$ cat src/rtl/core/lfdc_pkg.sv
`default_nettype none

package lfdc_pkg;

  // Field and timer widths.
  localparam int unsigned SAMPLE_BITS = 12;
  localparam int unsigned TIMER_BITS  = 16;
  localparam int unsigned CFG_IDX_BITS  = 3;
  localparam int unsigned CFG_DATA_BITS = 16;

  // Motor direction codes.
  localparam logic [1:0] DIR_STOP = 2'd0;
  localparam logic [1:0] DIR_FWD  = 2'd1;
  localparam logic [1:0] DIR_BACK = 2'd2;

  // Configuration register indexes.
  localparam logic [CFG_IDX_BITS-1:0] CFG_LINE_THRESHOLD = 3'd0;
  localparam logic [CFG_IDX_BITS-1:0] CFG_INVERT_SENSORS = 3'd1;
  localparam logic [CFG_IDX_BITS-1:0] CFG_FOLLOW_SPEED   = 3'd2;
  localparam logic [CFG_IDX_BITS-1:0] CFG_TURN_SPEED     = 3'd3;
  localparam logic [CFG_IDX_BITS-1:0] CFG_MANUAL_SPEED   = 3'd4;
  localparam logic [CFG_IDX_BITS-1:0] CFG_IDLE_TIMEOUT   = 3'd5;
  localparam logic [CFG_IDX_BITS-1:0] CFG_TURN_DURATION  = 3'd6;

  // Configuration reset values.
  localparam logic [SAMPLE_BITS-1:0] RST_LINE_THRESHOLD = SAMPLE_BITS'(2000);
  localparam logic [7:0]             RST_FOLLOW_SPEED   = 8'd150;
  localparam logic [7:0]             RST_TURN_SPEED     = 8'd180;
  localparam logic [7:0]             RST_MANUAL_SPEED   = 8'd180;
  localparam logic [TIMER_BITS-1:0]  RST_IDLE_TIMEOUT   = TIMER_BITS'(3000);
  localparam logic [TIMER_BITS-1:0]  RST_TURN_DURATION  = TIMER_BITS'(5000);

  // Servo angles.
  localparam logic [7:0] SERVO_UP     = 8'd0;
  localparam logic [7:0] SERVO_CENTER = 8'd90;
  localparam logic [7:0] SERVO_DOWN   = 8'd180;

  // Command characters (upper case after folding).
  localparam logic [7:0] CH_F      = 8'h46;
  localparam logic [7:0] CH_B      = 8'h42;
  localparam logic [7:0] CH_L      = 8'h4C;
  localparam logic [7:0] CH_R      = 8'h52;
  localparam logic [7:0] CH_S      = 8'h53;
  localparam logic [7:0] CH_A      = 8'h41;
  localparam logic [7:0] CH_M      = 8'h4D;
  localparam logic [7:0] CH_U      = 8'h55;
  localparam logic [7:0] CH_D      = 8'h44;
  localparam logic [7:0] CH_C      = 8'h43;
  localparam logic [7:0] CH_ZERO   = 8'h30;
  localparam logic [7:0] CH_NINE   = 8'h39;
  localparam logic [7:0] CH_LOW_A  = 8'h61;
  localparam logic [7:0] CH_LOW_Z  = 8'h7A;
  localparam logic [7:0] CASE_DIFF = 8'h20;

  // Input word: a tick with samples or a command byte.
  typedef struct packed {
    logic                   command;
    logic [7:0]             byte_value;
    logic [SAMPLE_BITS-1:0] sample_far_right;
    logic [SAMPLE_BITS-1:0] sample_right;
    logic [SAMPLE_BITS-1:0] sample_center;
    logic [SAMPLE_BITS-1:0] sample_left;
    logic [SAMPLE_BITS-1:0] sample_far_left;
  } in_word_t;

  // Result word.
  typedef struct packed {
    logic [1:0] left_direction;
    logic [1:0] right_direction;
    logic [7:0] left_duty;
    logic [7:0] right_duty;
    logic [7:0] servo_angle;
    logic       auto_active;
    logic       turn_active;
    logic [4:0] line_pattern;
  } out_word_t;

endpackage

`default_nettype wire

$ cat src/rtl/core/line_follower_drive_controller_unit.sv
`default_nettype none

// A word accepted at one clock edge is latched in the input register, processed and
// written into the result register at the first later edge at which that register is free.
// Throughput: one word per cycle while out_stall is low; the input register and result
// register form a two-entry pipeline, so a new word is taken while a finished result waits.
// Reset (rst_n low, synchronous): manual mode, motors stopped, servo at 90 degrees,
// configuration registers at their defaults, both pipeline stages empty.
module line_follower_drive_controller_unit (
  input  wire logic                                  clk,
  input  wire logic                                  rst_n,
  input  wire logic                                  in_valid,
  output logic                                       in_stall,
  input  wire lfdc_pkg::in_word_t                    in_word,
  output logic                                       out_valid,
  input  wire logic                                  out_stall,
  output lfdc_pkg::out_word_t                        out_word,
  input  wire logic                                  cfg_we,
  input  wire logic [lfdc_pkg::CFG_IDX_BITS-1:0]     cfg_index,
  input  wire logic [lfdc_pkg::CFG_DATA_BITS-1:0]    cfg_data
);
  import lfdc_pkg::*;

  // Configuration registers.
  logic [SAMPLE_BITS-1:0] line_threshold_r;
  logic                   invert_sensors_r;
  logic [7:0]             follow_speed_r;
  logic [7:0]             turn_speed_r;
  logic [7:0]             manual_speed_r;
  logic [TIMER_BITS-1:0]  idle_timeout_r;
  logic [TIMER_BITS-1:0]  turn_duration_r;

  // Pipeline registers.
  logic      s1_valid_r;
  in_word_t  s1_word_r;
  logic      out_valid_r;
  out_word_t out_word_r;
  logic      out_load;
  logic      s1_load;

  // Controller state and its next values.
  logic                  auto_r, auto_nxt;
  logic                  turning_r, turning_nxt;
  logic [TIMER_BITS-1:0] turn_rem_r, turn_rem_nxt;
  logic [TIMER_BITS-1:0] idle_r, idle_nxt;
  logic                  armed_r, armed_nxt;
  logic                  last_turn_r, last_turn_nxt;
  logic [1:0]            ldir_r, ldir_nxt;
  logic [1:0]            rdir_r, rdir_nxt;
  logic [7:0]            lduty_r, lduty_nxt;
  logic [7:0]            rduty_r, rduty_nxt;
  logic [7:0]            servo_r, servo_nxt;

  // Combinational helpers.
  logic [4:0]            pattern;
  logic [TIMER_BITS-1:0] idle_inc;
  logic [TIMER_BITS-1:0] rem_dec;
  logic [7:0]            cmd;
  logic [3:0]            digit;
  logic                  adjacent;
  out_word_t             result;

  // Handshake: the result register loads when empty or being drained; the input
  // register moves on whenever its word is processed.
  assign out_load  = !out_valid_r || !out_stall;
  assign in_stall  = s1_valid_r && !out_load;
  assign s1_load   = in_valid && !in_stall;
  assign out_valid = out_valid_r;
  assign out_word  = out_word_r;

  // Threshold the five samples, with optional inversion.
  always_comb begin
    pattern[0] = (s1_word_r.sample_far_right >= line_threshold_r) ^ invert_sensors_r;
    pattern[1] = (s1_word_r.sample_right     >= line_threshold_r) ^ invert_sensors_r;
    pattern[2] = (s1_word_r.sample_center    >= line_threshold_r) ^ invert_sensors_r;
    pattern[3] = (s1_word_r.sample_left      >= line_threshold_r) ^ invert_sensors_r;
    pattern[4] = (s1_word_r.sample_far_left  >= line_threshold_r) ^ invert_sensors_r;
  end

  // Case-fold the command byte and form the digit angle (d*16 + d*4).
  always_comb begin
    if (s1_word_r.byte_value >= CH_LOW_A && s1_word_r.byte_value <= CH_LOW_Z) begin
      cmd = s1_word_r.byte_value - CASE_DIFF;
    end else begin
      cmd = s1_word_r.byte_value;
    end
    digit = 4'(cmd - CH_ZERO);
  end

  assign idle_inc = (idle_r != {TIMER_BITS{1'b1}}) ? idle_r + 1'b1 : idle_r;
  assign rem_dec  = (turn_rem_r != '0) ? turn_rem_r - 1'b1 : turn_rem_r;
  assign adjacent = (pattern[1:0] == 2'b11) || (pattern[2:1] == 2'b11) ||
                    (pattern[3:2] == 2'b11) || (pattern[4:3] == 2'b11);

  // Next controller state for the word held in the input register.
  always_comb begin
    auto_nxt      = auto_r;
    turning_nxt   = turning_r;
    turn_rem_nxt  = turn_rem_r;
    idle_nxt      = idle_r;
    armed_nxt     = armed_r;
    last_turn_nxt = last_turn_r;
    ldir_nxt      = ldir_r;
    rdir_nxt      = rdir_r;
    lduty_nxt     = lduty_r;
    rduty_nxt     = rduty_r;
    servo_nxt     = servo_r;
    if (s1_word_r.command) begin
      // Command byte; dropped while a timed turn runs.
      if (!turning_r) begin
        idle_nxt      = '0;
        armed_nxt     = 1'b1;
        last_turn_nxt = (cmd == CH_L) || (cmd == CH_R);
        unique case (cmd)
          CH_F: begin
            if (!auto_r) begin
              ldir_nxt  = DIR_FWD;
              rdir_nxt  = DIR_FWD;
              lduty_nxt = manual_speed_r;
              rduty_nxt = manual_speed_r;
            end
          end
          CH_B: begin
            if (!auto_r) begin
              ldir_nxt  = DIR_BACK;
              rdir_nxt  = DIR_BACK;
              lduty_nxt = manual_speed_r;
              rduty_nxt = manual_speed_r;
            end
          end
          CH_L: begin
            if (!auto_r) begin
              ldir_nxt     = DIR_FWD;
              rdir_nxt     = DIR_BACK;
              lduty_nxt    = turn_speed_r;
              rduty_nxt    = turn_speed_r;
              turning_nxt  = 1'b1;
              turn_rem_nxt = turn_duration_r;
            end
          end
          CH_R: begin
            if (!auto_r) begin
              ldir_nxt     = DIR_BACK;
              rdir_nxt     = DIR_FWD;
              lduty_nxt    = turn_speed_r;
              rduty_nxt    = turn_speed_r;
              turning_nxt  = 1'b1;
              turn_rem_nxt = turn_duration_r;
            end
          end
          CH_S: begin
            ldir_nxt  = DIR_STOP;
            rdir_nxt  = DIR_STOP;
            lduty_nxt = '0;
            rduty_nxt = '0;
          end
          CH_A: begin
            auto_nxt = 1'b1;
          end
          CH_M: begin
            auto_nxt  = 1'b0;
            ldir_nxt  = DIR_STOP;
            rdir_nxt  = DIR_STOP;
            lduty_nxt = '0;
            rduty_nxt = '0;
          end
          CH_U: servo_nxt = SERVO_UP;
          CH_D: servo_nxt = SERVO_DOWN;
          CH_C: servo_nxt = SERVO_CENTER;
          default: begin
            if (cmd >= CH_ZERO && cmd <= CH_NINE) begin
              servo_nxt = {digit, 4'b0000} + {2'b00, digit, 2'b00};
            end
          end
        endcase
      end
    end else begin
      // Tick: count idle time, then run the turn timer, follow or time out.
      idle_nxt = idle_inc;
      if (turning_r) begin
        turn_rem_nxt = rem_dec;
        if (rem_dec == '0) begin
          turning_nxt = 1'b0;
          ldir_nxt    = DIR_STOP;
          rdir_nxt    = DIR_STOP;
          lduty_nxt   = '0;
          rduty_nxt   = '0;
        end
      end else if (auto_r) begin
        priority if (pattern == 5'b00100 || adjacent) begin
          ldir_nxt  = DIR_FWD;
          rdir_nxt  = DIR_FWD;
          lduty_nxt = follow_speed_r;
          rduty_nxt = follow_speed_r;
        end else if (pattern == 5'b00001 || pattern == 5'b00010) begin
          ldir_nxt  = DIR_FWD;
          rdir_nxt  = DIR_BACK;
          lduty_nxt = follow_speed_r;
          rduty_nxt = turn_speed_r;
        end else if (pattern == 5'b01000 || pattern == 5'b10000) begin
          ldir_nxt  = DIR_BACK;
          rdir_nxt  = DIR_FWD;
          lduty_nxt = turn_speed_r;
          rduty_nxt = follow_speed_r;
        end else begin
          ldir_nxt  = DIR_BACK;
          rdir_nxt  = DIR_FWD;
          lduty_nxt = turn_speed_r;
          rduty_nxt = turn_speed_r;
        end
      end else if (idle_inc > idle_timeout_r && armed_r && !last_turn_r) begin
        ldir_nxt  = DIR_STOP;
        rdir_nxt  = DIR_STOP;
        lduty_nxt = '0;
        rduty_nxt = '0;
        armed_nxt = 1'b0;
      end
    end
  end

  // Result word built from the updated state.
  always_comb begin
    result.left_direction  = ldir_nxt;
    result.right_direction = rdir_nxt;
    result.left_duty       = lduty_nxt;
    result.right_duty      = rduty_nxt;
    result.servo_angle     = servo_nxt;
    result.auto_active     = auto_nxt;
    result.turn_active     = turning_nxt;
    result.line_pattern    = s1_word_r.command ? 5'b00000 : pattern;
  end

  // Configuration writes.
  always_ff @(posedge clk) begin
    if (!rst_n) begin
      line_threshold_r <= RST_LINE_THRESHOLD;
      invert_sensors_r <= 1'b0;
      follow_speed_r   <= RST_FOLLOW_SPEED;
      turn_speed_r     <= RST_TURN_SPEED;
      manual_speed_r   <= RST_MANUAL_SPEED;
      idle_timeout_r   <= RST_IDLE_TIMEOUT;
      turn_duration_r  <= RST_TURN_DURATION;
    end else if (cfg_we) begin
      unique case (cfg_index)
        CFG_LINE_THRESHOLD: line_threshold_r <= cfg_data[SAMPLE_BITS-1:0];
        CFG_INVERT_SENSORS: invert_sensors_r <= cfg_data[0];
        CFG_FOLLOW_SPEED:   follow_speed_r   <= cfg_data[7:0];
        CFG_TURN_SPEED:     turn_speed_r     <= cfg_data[7:0];
        CFG_MANUAL_SPEED:   manual_speed_r   <= cfg_data[7:0];
        CFG_IDLE_TIMEOUT:   idle_timeout_r   <= cfg_data[TIMER_BITS-1:0];
        CFG_TURN_DURATION:  turn_duration_r  <= cfg_data[TIMER_BITS-1:0];
        default: ;
      endcase
    end
  end

  // Pipeline valid flags.
  always_ff @(posedge clk) begin
    if (!rst_n) begin
      s1_valid_r  <= 1'b0;
      out_valid_r <= 1'b0;
    end else begin
      if (s1_load) begin
        s1_valid_r <= 1'b1;
      end else if (out_load) begin
        s1_valid_r <= 1'b0;
      end
      if (out_load) begin
        out_valid_r <= s1_valid_r;
      end
    end
  end

  // Pipeline payload.
  always_ff @(posedge clk) begin
    if (s1_load) begin
      s1_word_r <= in_word;
    end
    if (out_load && s1_valid_r) begin
      out_word_r <= result;
    end
  end

  // Controller state advances when a word leaves the input register.
  always_ff @(posedge clk) begin
    if (!rst_n) begin
      auto_r      <= 1'b0;
      turning_r   <= 1'b0;
      turn_rem_r  <= '0;
      idle_r      <= '0;
      armed_r     <= 1'b1;
      last_turn_r <= 1'b0;
      ldir_r      <= DIR_STOP;
      rdir_r      <= DIR_STOP;
      lduty_r     <= '0;
      rduty_r     <= '0;
      servo_r     <= SERVO_CENTER;
    end else if (out_load && s1_valid_r) begin
      auto_r      <= auto_nxt;
      turning_r   <= turning_nxt;
      turn_rem_r  <= turn_rem_nxt;
      idle_r      <= idle_nxt;
      armed_r     <= armed_nxt;
      last_turn_r <= last_turn_nxt;
      ldir_r      <= ldir_nxt;
      rdir_r      <= rdir_nxt;
      lduty_r     <= lduty_nxt;
      rduty_r     <= rduty_nxt;
      servo_r     <= servo_nxt;
    end
  end

endmodule

`default_nettype wire

$ cat config.mk
export PLATFORM = sky130hd
export DESIGN_NAME = line_follower_drive_controller_unit
export DESIGN_NICKNAME = d
export VERILOG_FILES = /design/src/rtl/core/lfdc_pkg.sv /design/src/rtl/core/line_follower_drive_controller_unit.sv
export SDC_FILE = /design/constraint.sdc
export NUM_CORES = 1
export LEC_CHECK = 0
export BUFFER_PORTS_ARGS = -buffer_cell sky130_fd_sc_hd__buf_4
export CORE_MARGIN = 3
export CORE_UTILIZATION = 36
export CTS_CLUSTER_DIAMETER = 50
export DETAILED_ROUTE_END_ITERATION = 10
export RECOVER_POWER = 50
export SETUP_SLACK_MARGIN = 0.5
export SLEW_MARGIN = 20
export SYNTH_ARGS = -nofsm -noshare
export SYNTH_HDL_FRONTEND = slang
export SYNTH_SLANG_ARGS = --single-unit
$ cat constraint.sdc
create_clock -name clk -period 5.4 [get_ports clk]
set_input_delay 1.08 -clock clk [delete_from_list [all_inputs] [get_ports clk]]
set_output_delay 1.08 -clock clk [all_outputs]
set_load 0.005 [all_outputs]
==> After elaboration in Yosys (flattened, before gate mapping) <==
Cells that the tools add are included.
{ "op_classes": {"mux": 75, "n_div": 0, "reduce_logical": 46, "addsub": 5, "order_cmp": 10, "multipliers": 0, "shifts": 0, "bitwise": 6, "eq_ne": 29} }
{ "op_table": {"columns": ["operator", "count"], "rows": [
  ["8-bit two-way mux", 25],
  ["16-bit two-way mux", 9],
  ["8-bit by 7-bit == test with 1-bit output, second input constant", 10],
  ["12-bit >= comparator", 5],
  ["8-bit case mux with 3 select lines", 2],
  ["2-bit two-way mux", 20],
  ["8-bit case mux with 4 select lines", 1],
  ["16-bit by 1-bit adder with 16-bit output, second input constant", 1],
  ["16-bit greater-than comparator", 1],
  ["16-bit zero test", 1],
  ["16-bit != test, second input constant", 1],
  ["2-bit AND reduction", 8],
  ["16-bit nonzero test", 1],
  ["16-bit by 1-bit subtractor with 16-bit output, second input constant", 1],
  ["1-bit two-way mux", 15],
  ["2-bit OR reduction", 7],
  ["2-bit case mux with 3 select lines", 2],
  ["3-bit == test, second input constant", 3],
  ["8-bit by 6-bit adder with 8-bit output", 1],
  ["2-bit == test, second input constant", 4],
  ["8-bit by 6-bit >= comparator with 1-bit output, second input constant", 1],
  ["8-bit by 7-bit >= comparator with 1-bit output, second input constant", 1],
  ["8-bit by 6-bit less-or-equal comparator with 1-bit output, second input constant", 1],
  ["8-bit by 7-bit less-or-equal comparator with 1-bit output, second input constant", 1],
  ["other kinds (23)", 49]
]} }
{ "word_totals": {"latchBits": 0, "memories": 0, "out_inout_bits": 37, "ff_bits": 239, "romBits": 0, "elab_cells": 206, "mem_bits_rw": 0} }

==> Depth between registers and ports, before layout <==
Gate-level depths: netlist of run 1.
{ "depth": {"ltp_word": 11, "ltp_mapped": 20, "depth_no_buf": 18} }

==> Worst setup path before layout of run 1 <==
Ideal clock, no wire load.
{ "synth_path": {"path_type": "input-to-reg", "start": "input out_stall", "end": "register s1_word_r[0] in the netlist's numbering, enable pin", "required_time_ns": 4.895, "setup_slack_ns": 0.526, "setup_ns": 0.505, "arrival_ns": 4.369, "stages": 2, "path_cell_list": "and3_1 > nor2b_1"} }
{ "synth_between": {"elab_chain_len": 6} }
{ "synth_rtl": {"columns": ["item", "line_no", "rtl"], "rows": [
  ["start, declared", "line_follower_drive_controller_unit.sv:16", "input wire logic out_stall,"],
  ["1-bit zero test", "line_follower_drive_controller_unit.sv:65", "assign out_load = !out_valid_r || !out_stall;"],
  ["1-bit logical OR", "line_follower_drive_controller_unit.sv:65", null],
  ["1-bit zero test", "line_follower_drive_controller_unit.sv:66", "assign in_stall = s1_valid_r && !out_load;"],
  ["1-bit logical AND", "line_follower_drive_controller_unit.sv:66", null],
  ["1-bit zero test", "line_follower_drive_controller_unit.sv:67", "assign s1_load = in_valid && !in_stall;"],
  ["1-bit logical AND", "line_follower_drive_controller_unit.sv:67", null],
  ["via s1_load", "line_follower_drive_controller_unit.sv:39", "logic s1_load;"],
  ["end signal, assigned", "line_follower_drive_controller_unit.sv:277", "s1_word_r <= in_word;"],
  ["end, declared", "line_follower_drive_controller_unit.sv:35", "in_word_t s1_word_r;"]
]} }
The timed path passes the listed nets, and every way through them passes these cells.
A chain may end at the register's enable or synchronous reset.

==> Final worst setup path of run 1 <==
{ "layout_path": {"start": "register idle_r[3]", "end": "register lduty_r[3]"} }
{ "layout_between": {"elab_chain_len": 9} }
{ "layout_rtl": {"columns": ["item", "line_no", "rtl"], "rows": [
  ["start, declared", "line_follower_drive_controller_unit.sv:45", "logic [TIMER_BITS-1:0] idle_r, idle_nxt;"],
  ["start signal, assigned", "line_follower_drive_controller_unit.sv:302", "idle_r <= idle_nxt;"],
  ["16-bit by 1-bit adder with 16-bit output / 16-bit != test (equally long branches)", "line_follower_drive_controller_unit.sv:90", "assign idle_inc = (idle_r != {TIMER_BITS{1'b1}}) ? idle_r + 1'b1 : idle_r;"],
  ["16-bit two-way mux *", "line_follower_drive_controller_unit.sv:90", null],
  ["16-bit greater-than comparator *", "line_follower_drive_controller_unit.sv:211", "end else if (idle_inc > idle_timeout_r && armed_r && !last_turn_r) begin"],
  ["1-bit logical AND * (2 in a row)", "line_follower_drive_controller_unit.sv:211", null],
  ["8-bit two-way mux *", "line_follower_drive_controller_unit.sv:211", null],
  ["8-bit two-way mux *", "line_follower_drive_controller_unit.sv:189", "end else if (auto_r) begin"],
  ["8-bit two-way mux *", "line_follower_drive_controller_unit.sv:180", "if (turning_r) begin"],
  ["8-bit two-way mux *", "line_follower_drive_controller_unit.sv:108", "if (s1_word_r.command) begin"],
  ["end signal, assigned", "line_follower_drive_controller_unit.sv:307", "lduty_r <= lduty_nxt;"],
  ["end, declared", "line_follower_drive_controller_unit.sv:50", "logic [7:0] lduty_r, lduty_nxt;"]
]} }
Every way passes the cells marked *; elsewhere a longest branch is shown, timed or not.

==> out/metrics.yaml, run 1 <==
route:
  vias: 10262
  initialDrtViolationCount: 599
  drcViolationCount: 0
  wirelength_mm: 32.8
  vias_per_cell: 5.35
  firstDrtPassIters: 5
  ant_nets: 0
  wire_per_inst_um: 17.1
setup_path:
  cp.arrival_ns: 5.02
  cpPeakStageDelay_ns: 0.45
  critPathLaunchType: "register"
  cp.required_ns: 5.82
  cp_max_fo: 9
  crit_chain: "and4_1, and3_1, and4_1, and2_0, nand3_1, and2_1, nand2_1, xnor2_1, ha_1, nand4_1, a21oi_1, o21bai_1, a311oi_1, buf_4, nor4_4, nand2b_1, o21a_1, a21oi_1, o21ai_0"
  critical_path_class: "reg -> reg"
  cp-end-kind: "register"
  slowest_stage: "dfxtp_1"
timing:
  slew-limit-headroom_pct: -79.0
  fin_crit_sh_pct: 85.3
  tightest_slew_ns: 2.68
  setup_tns_ns: 0
  fmax_mhz: 217
  fin_crit_ns: 4.60
  hold_violations: 0
  holdWs_ns: 0.455
  maxSlewViolCount: 98
  finClkSkew_ns: 0.0202
  rsz0062_at_grt: "false"
  setup_violations: 0
finish:
  stdcell_area_um2: 14800
  area.growth.synth_to_final_pct: 19.4
  diodes: 0
  num-nets-final: 1621
  drive_gt1_share_pct: 13.5
  n_fill_cell: 3270
  stdcell_count: 1918
clocking:
  ctsRootBufferMaster: "clkbuf_16"
  cts_setup_buffers: 0
  clk_path_buf_depth: 3
  cts_max_level: 1
  cts.repair.resized: 0
  clk_pin_slew_worst_paths_ns: 0.06
  numCtsBuffers: 31
  clock_latency_ns: 0.56
  clock-sinks: 239
  cts_hold_buffers: 0
  cts_tree: "done"
global_route:
  grt_pass1_wl_mm: 52.3
  grt_pass1_vias: 9905
  grt_max_degree: 50
  grt_antenna_before_repair: 0
  grt_usage_pct: 17.7
  overflow: 0
min_path:
  hp-class: "reg -> reg"
placed_design:
  portBuffers: 129
  place.gp.congestion: 0.849
  dpl.hpwl_mm: 23.5
  dpl_cell_area_um2: 13800
  place_inst: 1860
die:
  ios: 130
  start_util_pct: 36.7
  core_um2: 33700
  die_h_um: 191
  rows: 67
  die_x_um: 191
  dieArea_um2: 36600
yosys:
  synth.avg_cell_area_um2: 9.27
  syn-cell-area_um2: 12400
  synth-edff-count: 104
  yosysWarnings: 0
  synth_seq_cells: 239
  syn_inst: 1335
  async_flop_share_pct: 0
  synth_seq_area_share_pct: 47.1
  synth_ff_type: "dfxtp_1"
  synth.net_count: 1511
  synth_cell_type_count: 86
pwr:
  ir_drop_mv: 0.278
  power_density_nw_per_um2: 315
  p_leak_nw: 5.85
outcome:
  status: "complete, but fails checks"
  violations: "capacitance limit, slew limit"
run:
  max_cap_violations: 3
final cells by class:
type	instances	area [um^2]	share of cell area [%]
Clock buffer	39	878	5.94
Multi-Input combinational cell	981	6100	41.3
Sequential cell	239	5830	39.4
Timing Repair Buffer	141	980	6.63
Inverter	51	191	1.30
Tap cell	448	561	3.79
Clock inverter	19	240	1.63
worst paths after layout:
check	startpoint	end	slack, ns	cells after the start
min	idle_timeout_r[15]	idle_timeout_r[15]	0.45	2
max reg2reg	idle_r[3]	lduty_r[3]	0.80	19
max	idle_r[3]	lduty_r[3]	0.80	19
min reg2reg	idle_timeout_r[15]	idle_timeout_r[15]	0.45	2
sequential cells by signal, indices dropped and copies added (netlist names):
signal and flops:
s1_word_r 69, out_word 35, idle_r 16, idle_timeout_r 16, turn_duration_r 16, turn_rem_r 16
line_threshold_r 12, follow_speed_r 8, lduty_r 8, manual_speed_r 8, rduty_r 8, servo_r 8
turn_speed_r 8, ldir_r 2, rdir_r 2, armed_r 1, auto_r 1, invert_sensors_r 1
last_turn_r 1, out_valid 1, s1_valid_r 1, turning_r 1
Yosys cell counts (5+ instances only):
cell | n | area [um^2]
a211o_1 | 5 | 43.8
a211oi_1 | 21 | 158
a21o_1 | 10 | 75.1
a21oi_1 | 105 | 526
a221o_1 | 7 | 70.1
a22o_1 | 13 | 114
a22oi_1 | 15 | 113
a31oi_1 | 8 | 50.1
and2_1 | 10 | 62.6
and3_1 | 10 | 62.6
buf_1 | 7 | 26.3
clkbuf_1 | 51 | 191
dfxtp_1 | 135 | 2700
edfxtp_1 | 104 | 3120
ha_1 | 82 | 1030
inv_1 | 50 | 188
mux2i_1 | 22 | 220
nand2_1 | 199 | 747
nand2b_1 | 10 | 62.6
nand3_1 | 38 | 190
nand4_1 | 18 | 113
nor2_1 | 144 | 541
nor2b_1 | 16 | 100
nor3_1 | 23 | 115
nor3b_1 | 7 | 52.6
o211ai_1 | 18 | 135
o21a_1 | 5 | 37.5
o21ai_0 | 61 | 305
o22a_1 | 6 | 52.6
o22ai_1 | 23 | 144
o31ai_1 | 5 | 37.5
or3_1 | 9 | 56.3
xnor2_1 | 14 | 123
xor2_1 | 7 | 61.3
per-layer routing:
metal  vias up  GRT usage (%)  share of wire, %
met1      4813           23.6                45
met3        70           2.35               4.9
met2       279           29.5                47
met5         -              0                 0
met4         0           6.32               3.3
li1       5100              -                 -
report_power, final:
part	internal [mW]	total [mW]	leakage [nW]	switching [mW]
registers	1.96	2.00	2.09	0.0399
logic	0.195	0.486	3.20	0.291
clock network	1.36	2.17	0.554	0.812
total	3.51	4.65	5.85	1.14
worst max-delay path, delay by kind of cell (launching register included):
kind | cells | cell delay [ns]
AOI/OAI and AO/OA | 6 | 1.07
xor gates and xnor gates | 1 | 0.08
adders and majority gates | 1 | 0.32
buffers and inverters | 1 | 0.21
DFF | 1 | 0.45
and+or+nand+nor | 10 | 2.34
per-stage QoR:
stage	utilization [%]	worst slack, ns	power (mW)
after global placement	40.8	0.988	2.52
after detailed placement	40.8	0.927	2.53
final	43.9	0.796	4.65
after floorplan	-	0.526	2.34
after global routing	43.9	0.499	4.85
after CTS	44.1	0.894	4.72
cell families after synthesis:
logic type / Yosys count / synth area share [%]
simple gates: 510 / 19.1
compound gates: 342 / 18.1
fa+ha+maj: 85 / 8.62
buf+inv: 115 / 3.72
mux: 23 / 1.87
flops: 239 / 47.1
xor+xnor: 21 / 1.49
cell usage in the layout (no fill, tap or decap), types with 6 or more instances in the layout:
master	Yosys	layout
a211oi_1	21	21
a21o_1	10	10
a21oi_1	105	105
a221o_1	7	7
a22o_1	13	13
a22oi_1	15	15
a31oi_1	8	8
and2_1	10	10
and3_1	10	10
buf_4	1	37
clkbuf_1	51	22
clkbuf_16	0	32
clkbuf_4	0	83
dfxtp_1	135	135
edfxtp_1	104	104
ha_1	82	82
inv_1	50	51
mux2i_1	22	22
nand2_1	199	199
nand2b_1	10	10
nand3_1	38	38
nand4_1	18	18
nor2_1	144	144
nor2b_1	16	16
nor3_1	23	23
nor3b_1	7	7
o211ai_1	18	18
o21ai_0	61	61
o22a_1	6	6
o22ai_1	23	23
or3_1	9	9
xnor2_1	14	14
xor2_1	7	7
No activity file was read; power rests on OpenSTA's default activity.
==> inputs of run 2 (changes only) <==
--- a/config.mk
+++ b/config.mk
@@ -10,7 +10,6 @@
 export CORE_UTILIZATION = 36
 export CTS_CLUSTER_DIAMETER = 50
 export DETAILED_ROUTE_END_ITERATION = 10
-export RECOVER_POWER = 50
 export SETUP_SLACK_MARGIN = 0.5
 export SLEW_MARGIN = 20
 export SYNTH_ARGS = -nofsm -noshare
==> run 2 against run 1 <==
The run now ends clean. Sequential share of layout area down 0.26 points. Utilization up 0.29 points. Sequential cell count unchanged. Clock-buffer cell count unchanged. Global-route usage unchanged. Final area up 0.66%. Maximum frequency up 1.4%. Clock skew down 0.00078 ns. Combinational power up 2%. Critical path depth unchanged.
==> out/metrics.yaml, run 2 (synthesized netlist as in run 1, its figures left out) <==
clocking:
  numCtsBuffers: 31  # unchanged
  clk_path_buf_depth: 3  # unchanged
  cts_setup_buffers: 0  # unchanged
  clock_latency_ns: 0.56  # about the same
  ctsRootBufferMaster: "clkbuf_16"  # unchanged
  cts_hold_buffers: 0  # unchanged
  cts_tree: "done"  # unchanged
  cts.repair.resized: 0  # unchanged
  clock-sinks: 239  # unchanged
  cts_max_level: 1  # unchanged
  clk_pin_slew_worst_paths_ns: 0.06  # about the same
route:
  vias_per_cell: 5.35  # unchanged
  firstDrtPassIters: 5  # unchanged
  initialDrtViolationCount: 624  # was 599
  ant_nets: 0  # unchanged
  drcViolationCount: 0  # unchanged
  wirelength_mm: 32.8  # about the same
  wire_per_inst_um: 17.1  # about the same
  vias: 10262  # unchanged
placed_design:
  place_inst: 1860  # unchanged
  dpl.hpwl_mm: 23.5  # unchanged
  portBuffers: 129  # unchanged
  place.gp.congestion: 0.849  # unchanged
outcome:
  status: "finished clean"  # was complete, but fails checks
global_route:
  met1_usage_pct: 23.6  # unchanged
  grtUsageMet3_pct: 2.35  # unchanged
  grt_max_degree: 50  # unchanged
  overflow: 0  # unchanged
  use_met2_pct: 29.5  # unchanged
  grt_usage_pct: 17.7  # unchanged
  grt_pass1_vias: 9905  # unchanged
  grt_pass1_wl_mm: 52.3  # unchanged
  top_usage_layer: "met2"  # unchanged
  grt_antenna_before_repair: 0  # unchanged
setup_path:
  cp_max_fo: 9  # unchanged
  r2r-start: "idle_r[3]"  # unchanged
  crit_chain: "and4_1, and3_1, and4_1, and2_0, nand3_1, and2_1, nand2_1, xnor2_1, ha_1, nand4_1, a21oi_1, o21bai_1, a311oi_1, buf_4, nor4_4, nand2b_1, o21a_1, a21oi_1, o21ai_0"  # unchanged
  cp.arrival_ns: 4.96  # was 5.02 ns
  critPathLaunchType: "register"  # unchanged
  cp-end-kind: "register"  # unchanged
  critical_path_class: "reg -> reg"  # unchanged
  slowest_stage: "dfxtp_1"  # unchanged
  rrSetupSlack_ns: 0.86  # was 0.80 ns
  cpPeakStageDelay_ns: 0.45  # about the same
  reg2regPathDepth: 19  # unchanged
  reg2reg_to: "lduty_r[3]"  # unchanged
  cp.required_ns: 5.82  # about the same
finish:
  diodes: 0  # unchanged
  n_fill_cell: 3249  # was 3270
  regMostFlops: "s1_word_r"  # unchanged
  largest_register_ffs: 69  # unchanged
  area.growth.synth_to_final_pct: 20.2  # was 19.4%
  num-nets-final: 1621  # unchanged
  stdcell_count: 1918  # unchanged
  drive_gt1_share_pct: 15.2  # was 13.5%
  layout_commonest_cell: "nand2_1"  # unchanged
  layout_common_cells: "nand2_1 (199), nor2_1 (144), buf_4 (141)"  # was nand2_1 (199), nor2_1 (144), dfxtp_1 (135)
timing:
  setup_violations: 0  # unchanged
  setup_tns_ns: 0  # unchanged
  rsz0062_at_grt: "false"  # unchanged
  finClkSkew_ns: 0.0194  # was 0.0202 ns
  fin_crit_sh_pct: 84.1  # was 85.3%
  tightest_slew_ns: 1.06  # was 2.68 ns
  maxSlewViolCount: 0  # was 98
  fin_crit_ns: 4.54  # was 4.60 ns
  hold_violations: 0  # unchanged
  slew-limit-headroom_pct: 28.9  # was -79.0%
  fmax_mhz: 220  # was 217 MHz
pwr:
  pwr-share-comb_pct: 10.6  # was 10.4%
  netSwitchingFraction_pct: 24.5  # was 24.6%
  ir_drop_mv: 0.278  # about the same
  p_int_mw: 3.52  # was 3.51 mW
  p_leak_nw: 5.95  # was 5.85 nW
  power.share.clock_pct: 46.5  # was 46.6%
  seq_power_share_pct: 42.9  # about the same
  power_density_nw_per_um2: 313  # was 315 nW/um^2
  p_sw_mw: 1.14  # about the same
  total_power_mw: 4.66  # was 4.65 mW
die:
  start_util_pct: 36.7  # unchanged
  die_h_um: 191  # unchanged
  core_um2: 33700  # unchanged
  dieArea_um2: 36600  # unchanged
  rows: 67  # unchanged
  ios: 130  # unchanged
  die_x_um: 191  # unchanged
min_path:
  hold_path_end: "idle_timeout_r[15]"  # unchanged
  hold_depth: 2  # unchanged
  hp-class: "reg -> reg"  # unchanged
  worstHoldStart: "idle_timeout_r[15]"  # unchanged
run:
  max_cap_violations: 0  # was 3
run 2: cell count changes in the layout (fill, tap and decap cells not counted):
cell and change:
nor2b_4 +1, inv_2 +2, inv_1 -2, clkbuf_1 -21
nor3_1 -1, clkbuf_4 -83, nor2b_1 -1, buf_4 +104
nor3_4 +1
run 2: how the worst max path moves through the flow:
stage | start | to | slack (ns)
after floorplan | out_stall | s1_word_r[0] | 0.53
after global placement | idle_r[3] | lduty_r[3] | 0.99
after detailed placement | idle_r[3] | lduty_r[3] | 0.93
after CTS | idle_r[3] | lduty_r[3] | 0.89
after global routing | idle_r[3] | rduty_r[6] | 0.52
final | idle_r[3] | lduty_r[3] | 0.86
run 2: power by group through the flow:
| stage | registers [mW] | logic (mW) | clock network [mW] |
|---|---|---|---|
| after detailed placement | 2.04 | 0.497 | 0 |
| after global routing | 2.00 | 0.553 | 2.30 |
| after CTS | 2.00 | 0.499 | 2.22 |
| after global placement | 2.03 | 0.489 | 0 |
| after floorplan | 2.02 | 0.320 | 0 |
| final | 2.00 | 0.495 | 2.17 |
run 2: cell type report:
cell class | count | area (um^2) | share of cell area (%)
repair buffers | 141 | 1060 | 7.12
well taps | 448 | 561 | 3.77
clock buffers | 39 | 878 | 5.90
inverters | 51 | 191 | 1.29
multi-input cells | 981 | 6120 | 41.1
flip-flops and latches | 239 | 5830 | 39.2
clock inverters | 19 | 240 | 1.61
run 2: through the flow:
stage	utilization (%)	hold WS (ns)	setup slack, ns	instance area (um^2)
2_1_floorplan	-	0.432	0.526	12400
3_3_place_gp	40.8	0.442	0.988	13800
3_5_place_dp	40.8	0.448	0.927	13800
4_1_cts	44.1	0.456	0.894	14900
5_1_grt	44.1	0.480	0.515	14900
6_report	44.1	0.455	0.861	14900
run 2: critical path: cells and delay by family, from the launching register on:
kind / cells / cell delay [ns]
xor+xnor: 1 / 0.08
compound gates: 6 / 1.03
simple gates: 10 / 2.32
flops: 1 / 0.45
buf+inv: 1 / 0.21
fa+ha+maj: 1 / 0.32
run 2: per-layer routing:
| metal | up-vias | routed length [um] |
|---|---|---|
| met5 | - | 0 |
| met4 | 0 | 1200 |
| met3 | 73 | 1410 |
| met2 | 275 | 15200 |
| met1 | 4817 | 15000 |
| li1 | 5097 | - |
==> inputs of run 3 (changes only) <==
--- a/config.mk
+++ b/config.mk
@@ -5,6 +5,7 @@
 export SDC_FILE = /design/constraint.sdc
 export NUM_CORES = 1
 export LEC_CHECK = 0
+export ABC_AREA = 1
 export BUFFER_PORTS_ARGS = -buffer_cell sky130_fd_sc_hd__buf_4
 export CORE_MARGIN = 3
 export CORE_UTILIZATION = 36
==> constraint.sdc (replaced) <==
create_clock -name clk -period 3.85 [get_ports clk]
set_input_delay 0.77 -clock clk [delete_from_list [all_inputs] [get_ports clk]]
set_output_delay 0.77 -clock clk [all_outputs]
set_load 0.005 [all_outputs]
==> run 3 against run 2 <==
Final cell count up 24%. Non-clock buffer count up 26. Worst hold slack got worse by 0.022 ns. First-iteration DRC count up 39%. Critical path depth up 1. Final area up 11%. Maximum frequency grew 35%. Synthesized cell count is 31% higher. Critical path type unchanged.
==> out/metrics.yaml, run 3 <==
outcome:
  status: "finished clean"  # unchanged
finish:
  area.growth.synth_to_final_pct: 24.3  # was 20.2%
  largest_register_ffs: 69  # unchanged
  n_fill_cell: 3487  # was 3249
  num-nets-final: 2068  # was 1621
  regMostFlops: "s1_word_r"  # unchanged
  final_core_util_pct: 45.9  # was 44.1%
  drive_gt1_share_pct: 17.7  # was 15.2%
  diodes: 0  # unchanged
  layout_commonest_cell: "nand2_1"  # unchanged
  layout_common_cells: "nand2_1 (406), inv_1 (227), nor2_1 (168)"  # was nand2_1 (199), nor2_1 (144), buf_4 (141)
route:
  ant_nets: 0  # unchanged
  wirelength_mm: 37.3  # was 32.8 mm
  vias: 12012  # was 10.3k
  vias_per_cell: 5.05  # was 5.35
  firstDrtPassIters: 5  # unchanged
  wire_per_inst_um: 15.7  # was 17.1 um
  drcViolationCount: 0  # unchanged
  initialDrtViolationCount: 868  # was 624
yosys:
  async_flop_share_pct: 0  # unchanged
  synth-edff-count: 104  # unchanged
  synth_seq_cells: 239  # unchanged
  yosysWarnings: 0  # unchanged
  syn-cell-area_um2: 13300  # was 12400 um^2
  synthTopCellsByArea: "edfxtp_1 (24%), dfxtp_1 (20%), nand2_1 (12%)"  # was edfxtp_1 (25%), dfxtp_1 (22%), ha_1 (8.3%)
  synth.net_count: 1926  # was 1511
  syn_inst: 1750  # was 1335
  synth_ff_type: "dfxtp_1"  # unchanged
  synthTopCellsByCount: "nand2_1 (424), inv_1 (232), nor2_1 (175)"  # was nand2_1 (199), nor2_1 (144), dfxtp_1 (135)
  synth.avg_cell_area_um2: 7.58  # was 9.27 um^2
  synth_seq_area_share_pct: 43.9  # was 47.1%
  yosysMostFrequentCell: "nand2_1"  # unchanged
  synth_cell_type_count: 45  # was 86
  synth_top_cell_area_share_pct: 23.5  # was 25.2%
  yosysTopAreaCell: "edfxtp_1"  # unchanged
pwr:
  p_leak_nw: 7.65  # was 5.95 nW
  total_power_mw: 7.09  # was 4.66 mW
  seq_power_share_pct: 40.2  # was 42.9%
  ir_drop_mv: 0.330  # was 0.278 mV
  power_density_nw_per_um2: 430  # was 313 nW/um^2
  netSwitchingFraction_pct: 26.6  # was 24.5%
  p_sw_mw: 1.88  # was 1.14 mW
  pwr-share-comb_pct: 13.9  # was 10.6%
  power.share.clock_pct: 45.9  # was 46.5%
  p_int_mw: 5.20  # was 3.52 mW
timing:
  fin_crit_ns: 3.37  # was 4.54 ns
  hold_violations: 0  # unchanged
  setup_violations: 0  # unchanged
  maxSlewViolCount: 0  # unchanged
  finClkSkew_ns: 0.0182  # was 0.0194 ns
  holdWs_ns: 0.433  # was 0.455 ns
  fmax_mhz: 297  # was 220 MHz
  slew-limit-headroom_pct: 26.4  # was 28.9%
  rsz0062_at_grt: "true"  # was false
  setup_tns_ns: 0  # unchanged
  fin_crit_sh_pct: 87.5  # was 84.1%
  tightest_slew_ns: 1.10  # was 1.06 ns
  setup_slack_ns: 0.480  # was 0.861 ns
clocking:
  cts_max_level: 2  # was 1
  clock-sinks: 239  # unchanged
  clk_pin_slew_worst_paths_ns: 0.06  # about the same
  ctsRootBufferMaster: "clkbuf_16"  # unchanged
  clk_path_buf_depth: 3  # unchanged
  clock_latency_ns: 0.51  # was 0.56 ns
  cts_tree: "done"  # unchanged
  numCtsBuffers: 35  # was 31
  cts_hold_buffers: 0  # unchanged
setup_path:
  cp-end-kind: "register"  # unchanged
  cpPeakStageDelay_ns: 0.41  # was 0.45 ns
  cp.arrival_ns: 3.63  # was 4.96 ns
  crit_chain: "ha_4, inv_4, nor4_2, nand2_1, nor2_4, nand3_2, o32a_1, ha_4, nand4_1, inv_2, nand2_2, o21bai_4, o2111ai_4, nand2_4, buf_12, clkbuf_16, a31oi_1, nand3_1, nand2_1, nand2_1"  # was and4_1, and3_1, and4_1, and2_0, nand3_1, and2_1, nand2_1, xnor2_1, ha_1, nand4_1, a21oi_1, o21bai_1, a311oi_1, buf_4, nor4_4, nand2b_1, o21a_1, a21oi_1, o21ai_0
  cp.required_ns: 4.11  # was 5.82 ns
  slowest_stage: "o32a_1"  # was dfxtp_1
  critical_path_class: "reg -> reg"  # unchanged
  cp_max_fo: 5  # was 9
  cpMostUsedCell: "nand2_1"
  critPathLaunchType: "register"  # unchanged
  path_buf_inv: 4  # was 1
  path_delay_family: "simple AND/OR/NAND/NOR gates"  # unchanged
die:
  ios: 130  # unchanged
  dieArea_um2: 39200  # was 36600 um^2
  core_um2: 35900  # was 33700 um^2
  rows: 69  # was 67
  die_x_um: 198  # was 191 um
  die_h_um: 198  # was 191 um
  start_util_pct: 36.9  # was 36.7%
global_route:
  grt_pass1_vias: 11531  # was 9905
  grt_max_degree: 83  # was 50
  overflow: 0  # unchanged
  grt_antenna_before_repair: 3  # was 0
  grt_usage_pct: 18.5  # was 17.7%
  grt_pass1_wl_mm: 58.8  # was 52.3 mm
placed_design:
  dpl.hpwl_mm: 25.9  # was 23.5 mm
  portBuffers: 129  # unchanged
  pre_cts_slack_ns: 0.414  # was 0.927 ns
  place.gp.congestion: 0.890  # was 0.849
run:
  max_cap_violations: 0  # unchanged
min_path:
  hp-class: "in -> reg"  # was reg -> reg
==> run 3: stage by stage <==
stage	std cells	instance area, um^2
CTS	2368	16000
floorplan	1750	13300
detailed placement	2304	14800
global route	2379	16500
global placement	2304	14800
finish	2379	16500
==> run 3: final cells by class <==
type	instances	area, um^2	share of cell area [%]
Clock inverter	16	171	1.04
Tap cell	461	577	3.50
Clock buffer	47	1010	6.14
Timing Repair Buffer	167	1360	8.24
Multi-Input combinational cell	1208	6620	40.1
Sequential cell	239	5840	35.4
Inverter	241	910	5.52
==> run 3: worst paths after layout <==
| check | startpoint | end | slack, ns | cells after the start |
|---|---|---|---|---|
| min | in_word[32] | s1_word_r[32] | 0.43 | 1 |
| max | idle_r[0] | out_word[30] | 0.48 | 20 |
| min reg2reg | manual_speed_r[2] | manual_speed_r[2] | 0.45 | 2 |
| max reg2reg | idle_r[0] | out_word[30] | 0.48 | 20 |
==> run 3: per-layer routing <==
| layer | wire (um) | part of all wire [%] | GRT usage [%] |
|---|---|---|---|
| met5 | 46 | 0.12 | 0 |
| met4 | 796 | 2.1 | 5.06 |
| met3 | 2630 | 7.0 | 4.63 |
| met2 | 17400 | 47 | 31.3 |
| met1 | 16500 | 44 | 23.6 |
==> run 3: timing repair <==
action,4_1_cts,5_1_grt
endpoints found under the setup margin,40,41
gates cloned,0,3
buffers inserted,1,8
pin swaps,1,58
gates resized for setup,4,93
==> run 3: kinds of logic (layout without fill, tap and decap cells) <==
kind of cell / Yosys count / after routing / synth area share [%]
adders and majority gates: 83 / 83 / 7.88
xor gates and xnor gates: 24 / 24 / 1.58
and+or+nand+nor: 832 / 832 / 26.6
buffers and inverters: 303 / 471 / 8.85
DFF: 239 / 239 / 43.9
AOI/OAI and AO/OA: 269 / 269 / 11.2
==> run 3: power groups by stage <==
stage          sequential [mW]  clock, mW  combinational [mW]
2_1_floorplan             2.89          0               0.618
3_3_place_gp              2.90          0               0.931
3_5_place_dp              2.90          0               0.950
4_1_cts                   2.85       3.32               0.955
5_1_grt                   2.86       3.43                1.11
6_report                  2.85       3.25               0.983
==> run 3: worst reg2reg max path, delay by kind of cell (launching register included) <==
family,cells,cell delay (ns)
buf+inv,4,0.44
simple gates,10,1.10
flops,1,0.36
compound gates,4,0.80
fa+ha+maj,2,0.45
